File: src/design/bac_pkg.sv
// Package for the buddy allocator: command/status codes, controller-datapath structs.
// No dependencies.
`default_nettype none
package bac_pkg;
    localparam logic [1:0] CMD_ALLOC = 2'd0;
    localparam logic [1:0] CMD_FREE  = 2'd1;
    localparam logic [1:0] CMD_PIN   = 2'd2;

    localparam logic [1:0] ST_OK      = 2'd0;
    localparam logic [1:0] ST_NOBLOCK = 2'd1;
    localparam logic [1:0] ST_ILLEGAL = 2'd2;

    localparam logic [5:0] FREE_BIAS = 6'd32;

    // heap unit is two objects; unit size must stay a power of two
    localparam int OBJECT_BYTES = 4;
    localparam int UNIT_BYTES   = 2 * OBJECT_BYTES;

    // datapath operations, one per controller step
    typedef enum logic [4:0] {
        OP_NONE     = 5'd0,
        OP_LOAD     = 5'd1,   // latch item, compute order/unit
        OP_SCAN     = 5'd2,   // look at head[k], advance k
        OP_POP_RD   = 5'd3,   // read link[b]
        OP_POP_WR   = 5'd4,   // head[k]=link, link[b]=end
        OP_SPLIT    = 5'd5,   // push upper half, j--
        OP_MARK_A   = 5'd6,   // mark allocated start
        OP_FMARK_RD = 5'd7,   // read mark[unit]
        OP_FCHECK   = 5'd8,   // check mark, set j
        OP_BUD_RD   = 5'd9,   // read mark[buddy]
        OP_BUD_CHK  = 5'd10,  // compare buddy mark
        OP_WALK_RD  = 5'd11,  // read link[cur]
        OP_WALK_ADV = 5'd12,  // compare / advance
        OP_UNLINK   = 5'd13,  // splice out
        OP_MERGE    = 5'd14,  // clear marks, unit=min, j++
        OP_PUSH_F   = 5'd15,  // push final block
        OP_PIN      = 5'd16,  // clear mark
        OP_INIT     = 5'd17,  // reset sweep step
        OP_DONE_OK  = 5'd18,
        OP_DONE_BAD = 5'd19
    } t_op;

    typedef struct packed {
        logic        is_alloc;
        logic        is_free;
        logic        is_pin;
        logic        size_bad;   // zero or oversize, or address bad, or command unknown
        logic        k_over;     // scan past top order
        logic        head_empty; // head[k] empty
        logic        split_more; // j > order
        logic        mark_ok;    // free check passes
        logic        top_order;  // j >= MAX_ORDER
        logic        buddy_free; // buddy marked free at j
        logic        walk_end;   // walk stopped without match
        logic        walk_hit;   // cur == target
        logic        init_done;
        logic [1:0]  fail_status;
    } t_status;
endpackage
`default_nettype wire

File: src/design/bac_ctrl.sv
// Controller state machine for the buddy allocator.
// Uses bac_pkg; drives bac_datapath with one operation per cycle.
`default_nettype none
module bac_ctrl
    import bac_pkg::*;
(
    input  wire logic    i_clk,
    input  wire logic    i_rst_n,
    input  wire logic    start,
    output logic         busy,
    input  t_status      i_st,
    output t_op          o_op
);
    typedef enum logic [16:0] {
        S_INIT    = 17'h00001,
        S_IDLE    = 17'h00002,
        S_DECODE  = 17'h00004,
        S_SCAN    = 17'h00008,
        S_POP_RD  = 17'h00010,
        S_POP_WR  = 17'h00020,
        S_SPLIT   = 17'h00040,
        S_MARK_A  = 17'h00080,
        S_FRD     = 17'h00100,
        S_FCHK    = 17'h00200,
        S_BRD     = 17'h00400,
        S_BCHK    = 17'h00800,
        S_WRD     = 17'h01000,
        S_WADV    = 17'h02000,
        S_UNLINK  = 17'h04000,
        S_MERGE   = 17'h08000,
        S_FIN     = 17'h10000
    } t_state;

    t_state r_state, n_state;

    always_ff @(posedge i_clk) begin
        if (!i_rst_n) begin
            r_state <= S_INIT;
        end else begin
            r_state <= n_state;
        end
    end

    assign busy = (r_state != S_IDLE);

    always_comb begin
        n_state = r_state;
        o_op    = OP_NONE;
        unique case (r_state)
            S_INIT: begin
                o_op = OP_INIT;
                if (i_st.init_done) n_state = S_IDLE;
            end
            S_IDLE: begin
                if (start) begin
                    o_op    = OP_LOAD;
                    n_state = S_DECODE;
                end
            end
            S_DECODE: begin
                if (i_st.size_bad) begin
                    o_op = OP_DONE_BAD;
                    n_state = S_IDLE;
                end else if (i_st.is_alloc) begin
                    n_state = S_SCAN;
                end else if (i_st.is_free) begin
                    o_op = OP_FMARK_RD;
                    n_state = S_FRD;
                end else begin
                    o_op = OP_PIN;
                    n_state = S_IDLE;
                end
            end
            S_SCAN: begin
                if (i_st.k_over) begin
                    o_op = OP_DONE_BAD;
                    n_state = S_IDLE;
                end else begin
                    o_op = OP_SCAN;
                    if (!i_st.head_empty) n_state = S_POP_RD;
                end
            end
            S_POP_RD: begin
                o_op = OP_POP_RD;
                n_state = S_POP_WR;
            end
            S_POP_WR: begin
                o_op = OP_POP_WR;
                n_state = S_SPLIT;
            end
            S_SPLIT: begin
                if (i_st.split_more) begin
                    o_op = OP_SPLIT;
                end else begin
                    o_op = OP_MARK_A;
                    n_state = S_IDLE;
                end
            end
            S_MARK_A: n_state = S_IDLE;
            S_FRD: n_state = S_FCHK;
            S_FCHK: begin
                if (i_st.mark_ok) begin
                    o_op = OP_FCHECK;
                    n_state = S_BRD;
                end else begin
                    o_op = OP_DONE_BAD;
                    n_state = S_IDLE;
                end
            end
            S_BRD: begin
                if (i_st.top_order) begin
                    n_state = S_FIN;
                end else begin
                    o_op = OP_BUD_RD;
                    n_state = S_BCHK;
                end
            end
            S_BCHK: begin
                if (i_st.buddy_free) begin
                    o_op = OP_BUD_CHK;
                    n_state = S_WRD;
                end else begin
                    n_state = S_FIN;
                end
            end
            S_WRD: begin
                if (i_st.walk_end) begin
                    n_state = S_MERGE;
                end else begin
                    o_op = OP_WALK_RD;
                    n_state = S_WADV;
                end
            end
            S_WADV: begin
                if (i_st.walk_hit) begin
                    n_state = S_UNLINK;
                end else begin
                    o_op = OP_WALK_ADV;
                    n_state = S_WRD;
                end
            end
            S_UNLINK: begin
                o_op = OP_UNLINK;
                n_state = S_MERGE;
            end
            S_MERGE: begin
                o_op = OP_MERGE;
                n_state = S_BRD;
            end
            S_FIN: begin
                o_op = OP_PUSH_F;
                n_state = S_IDLE;
            end
            default: n_state = S_INIT;
        endcase
    end
endmodule
`default_nettype wire

File: config.mk
export PLATFORM = sky130hd
export DESIGN_NAME = bac_ctrl
export DESIGN_NICKNAME = d
export VERILOG_FILES = /design/src/design/bac_pkg.sv /design/src/design/bac_ctrl.sv
export SDC_FILE = /design/constraint.sdc
export NUM_CORES = 1
export LEC_CHECK = 0
export ABC_AREA = 0
export BUFFER_PORTS_ARGS = -buffer_cell sky130_fd_sc_hd__buf_2
export CAP_MARGIN = 20
export CORE_UTILIZATION = 55
export CTS_CLUSTER_DIAMETER = 150
export CTS_CLUSTER_SIZE = 10
export DETAILED_ROUTE_END_ITERATION = 16
export PLACE_DENSITY = 0.85
export SLEW_MARGIN = 20
export SYNTH_ARGS = -nofsm -noshare
export SYNTH_HDL_FRONTEND = slang
export SYNTH_SLANG_ARGS = --single-unit
File: constraint.sdc
create_clock -name i_clk -period 3.55 [get_ports i_clk]
set_input_delay 0.71 -clock i_clk [delete_from_list [all_inputs] [get_ports i_clk]]
set_output_delay 0.71 -clock i_clk [all_outputs]
set_load 0.02 [all_outputs]
# == After elaboration in Yosys (flattened, before gate mapping) ==
# Index checks and enable logic that the tools add are counted.
# word_totals
reg_bits,17
input_bits,18
word_cells,51
# classes
eq_ne,22
mux,26
n_reduce_logical,2
# op_table
operator,n
$pmux 17 s16,1
$mux 17,7
$pmux 5 s15,1
$mux 9,3
$mux 5,5
$eq 17x1->1 const B,1
$eq 17x10->1 const B,1
$eq 17x11->1 const B,1
$eq 17x12->1 const B,1
$eq 17x13->1 const B,1
$eq 17x14->1 const B,1
$eq 17x15->1 const B,1
$eq 17x16->1 const B,1
$eq 17x17->1 const B,1
$eq 17x2->1 const B,1
$eq 17x3->1 const B,1
$eq 17x4->1 const B,1
$eq 17x5->1 const B,1
$eq 17x6->1 const B,1
$eq 17x7->1 const B,1
$eq 17x8->1 const B,1
$eq 17x9->1 const B,1
$ne 17x2->1 const B,1
$mux 16,1
other kinds (9),14

# == Longest topological paths before layout ==
# logic_depth
word_depth,4
mapped_depth,6

# == Worst setup path after synthesis ==
# OpenSTA, ideal clock, no wires.
# synth_timing
kind,register -> output
start,reg r_state[9]
end,out o_op[0]
t_arrival_ns,1.937
required_ns,2.840
slack_ns,0.903
stages_incl_launch_ff,5
n_path_buf,0
path_cell_list,dfxtp_1 > nor4_1 > and3_1 > nand4b_1 > o2111ai_1
# synth_via
elab_chain_len,2
word_cells_on_any_way,16
cone_classes,eq/ne: 15; mux: 1
# synth_lines
item,line,rtl
"start, declared",bac_ctrl.sv:34,"t_state r_state, n_state;"
"start signal, assigned",bac_ctrl.sv:40,r_state <= n_state;
$eq 17x17->1 (tied with other cells),bac_ctrl.sv:49,unique case (r_state)
$pmux 5 s15 (*),bac_ctrl.sv:49,
"end, declared",bac_ctrl.sv:12,output t_op o_op
# Every way passes the cells marked *; elsewhere a longest branch is shown, timed or not.

# == Final worst setup path ==
# layout_timing
start,reg r_state[16]
end,out o_op[0]
# Same word-level chain as after synthesis.

==> results.json <==
{
  "synth_top_area_cell": "dfxtp_1",
  "synth.cell_area_um2": 1210,
  "post-route-period-util_pct": 93.0,
  "post_layout_nonfiller_instances": 195,
  "grt_first_pass_wirelength_um": 5400,
  "hp-start": "r_state[8]",
  "power.share.combinational_pct": 37.9,
  "layout.core_utilization_pct": 66.0,
  "viasPerCell": 6.70,
  "coreArea_um2": 2020,
  "irDropWorstVdd_mv": 0.290,
  "ff_latch_count_synth": 16,
  "clk_pin_slew_ns": 0.09,
  "path_delay_family": "simple AND/OR/NAND/NOR gates",
  "layout_top_registers": "r_state: 16 flops",
  "netlist_top_cells_area": "dfxtp_1 (26%), nor2_1 (5.6%), nor2b_1 (4.6%)",
  "net_switching_power_figure_w": 0.000211,
  "cts_htree_levels": 1,
  "global_route.overflow_total": 0,
  "number_of_remaining_drc_errors": 0,
  "status": "complete, no violations",
  "tritoncts.num_buffers": 3,
  "timing.max_cap.violations": 0,
  "gp_routability_congestion": 0.907,
  "grt_setup_unrepaired": "false",
  "report.final.setup_viol": 0,
  "num_antenna_cells": 0,
  "cp_max_fo": 10,
  "critical_path.reg2reg.endpoint": "r_state[15]",
  "postCtsResizedCells": 0,
  "chipWidth_um": 49.0,
  "postSynthAreaPerCell_um2": 8.08,
  "routed_wl_um": 3230,
  "worst_r2r_path_depth": 5,
  "grt_start_max_net_pins": 13,
  "die_area_um2": 2400,
  "synth-warning-count": 0,
  "layout.cells.most_common_list": "buf_2 (20), nor2_1 (18), dfxtp_1 (16)",
  "final_layout_size_suffix_gt1_share_pct": 21.4,
  "cts-root-to-sink-buffers": 2,
  "hold_fix_buffers_at_cts": 0,
  "finalHoldViolations": 0,
  "hold-path-cell-count": 2,
  "hp-class": "reg2reg",
  "net_sw_share_pct": 37.9,
  "timing.fmax_ghz": 0.303,
  "p_leak_nw": 0.494,
  "reg2reg_from": "r_state[10]",
  "drt-initial-drc-count": 102,
  "final_nets": 187,
  "detail_route.first_pass.iterations": 4,
  "synth.yosys.seq_area_share_pct": 26.4,
  "final.fill_count": 181,
  "cpPeakStageDelay_ns": 0.62,
  "synthesized_net_count": 168,
  "critical_path_arrival_ns": 2.59,
  "p_seq_share_pct": 38.9,
  "holdPathEnd": "r_state[9]",
  "pwr_density_cell_nw_per_um2": 418,
  "clock-root-buffer": "clkbuf_4",
  "worst_path_max_delay_cell": "nor4_2",
  "crit_chain": "nor4_2, nand4_1, or3_1, o2111a_1, o2111ai_1, buf_2",
  "start_kind": "register",
  "rows": 16,
  "quantity_of_i_o_buffers_inserted_on_ports": 20,
  "synth_top_cell_area_share_pct": 26.4,
  "chipHeight_um": 49.0,
  "largest_reg_flops": 16,
  "tritoncts": "done",
  "r2r_setup_slack_ns": 1.17,
  "totalNegativeSetupSlack_ns": 0,
  "antenna_violating_nets_post_route": 0,
  "detailroute.via_count": 1306,
  "power_frac_clock_pct": 23.2,
  "design.portCount": 24,
  "end_kind": "output port",
  "yosys_most_used_dff": "dfxtp_1",
  "synth-edff-count": 0,
  "synthesis.instances": 150,
  "p_int_w": 0.000346,
  "synth_cell_type_count": 46,
  "ys_async_sr_fraction_pct": 0,
  "slew-limit-headroom_pct": 35.6,
  "grt_pass1_vias": 1208,
  "grt_util_all_layers_pct": 28.7,
  "tightestPinTransition_ns": 0.956,
  "syn2layout_area_growth_pct": 10.0,
  "floorplan.initialDensity_pct": 60.0,
  "final_common_cell": "buf_2",
  "post-route-min-period_ns": 3.30,
  "finClkSkew_ns": 0.0214,
  "registers.top_by_ff_count": "r_state",
  "worst_skew_pair.late_latency_ns": 0.31,
  "place_hpwl_um": 2490,
  "setup.worst_path.class": "reg2out",
  "post_cts.repair.setup_buffers": 0,
  "place.detailed.instances": 191,
  "antenna_violations_before_repair": 0,
  "critPathBufInv": 1,
  "worstPathRequired_ns": 2.84,
  "routed_wire_length_per_instance_um": 16.5,
  "timing_max_transition_violations_final": 0,
  "number_of_clock_sinks_seen_by_cts": 16
}
[worst min-delay path, delay by kind of cell, from the launching register on]
| kind | cells | cell delay [ns] |
|---|---|---|
| AND/OR/NAND/NOR | 2 | 0.15 |
| flip-flops | 1 | 0.41 |
[metal layers]
layer  track usage [%]  vias up  wire, µm
met5                 0        -         0
met4              12.7        0        97
met3              3.12       14       317
met2              48.6       85      1510
met1              36.5      597      1300
li1                  -      610         -
[power by group through the flow]
stage,Combinational [W],Clock (W),Sequential [W]
after global placement,0.000204,0,0.000219
final,0.000211,0.000129,0.000217
after detailed placement,0.000206,0,0.000221
after CTS,0.000207,0.000129,0.000216
after floorplan,0.000185,0,0.000198
after global routing,0.000226,0.000141,0.000220
[Yosys cell counts (4+ instances only)]
cell type / count
a21oi_1: 6
dfxtp_1: 16
inv_1: 5
nand2_1: 8
nand3_1: 8
nand4_1: 5
nor2_1: 18
nor2b_1: 9
nor3_1: 5
nor4b_1: 6
o2111ai_1: 4
o21ai_0: 6
[how the worst max path moves through the flow]
stage | startpoint | endpoint | slack, ns | cells past startpoint
after floorplan | r_state[9] | o_op[0] | 0.90 | 4
after global placement | r_state[16] | o_op[0] | 0.74 | 6
after detailed placement | r_state[16] | o_op[0] | 0.64 | 6
after CTS | r_state[16] | o_op[0] | 0.31 | 6
after global routing | r_state[16] | o_op[0] | 0.11 | 6
final | r_state[16] | o_op[0] | 0.25 | 6
[cells by family after synthesis]
group / after synthesis / share of synthesized area [%]
compound gates: 27 / 16.1
buf+inv: 11 / 5.57
xor+xnor: 4 / 2.89
flops: 16 / 26.4
simple gates: 92 / 49.0
[stage by stage]
step	total power, W	setup slack [ns]	area, µm²	hold WS, ns
CTS	0.000553	0.310	1330	0.585
detailed placement	0.000427	0.636	1300	0.573
global route	0.000587	0.105	1330	0.605
finish	0.000558	0.248	1330	0.593
global placement	0.000422	0.737	1300	0.575
floorplan	0.000383	0.903	1210	0.611
[layout make-up]
type	count	area, µm²	share of cell area (%)
multi-input cells	123	825	61.8
flip-flops and latches	16	320	24.0
repair buffers	20	100	7.50
clock buffers	4	36.3	2.72
well taps	27	33.8	2.53
inverters	5	18.8	1.41
(Power assumes the default switching activity.)
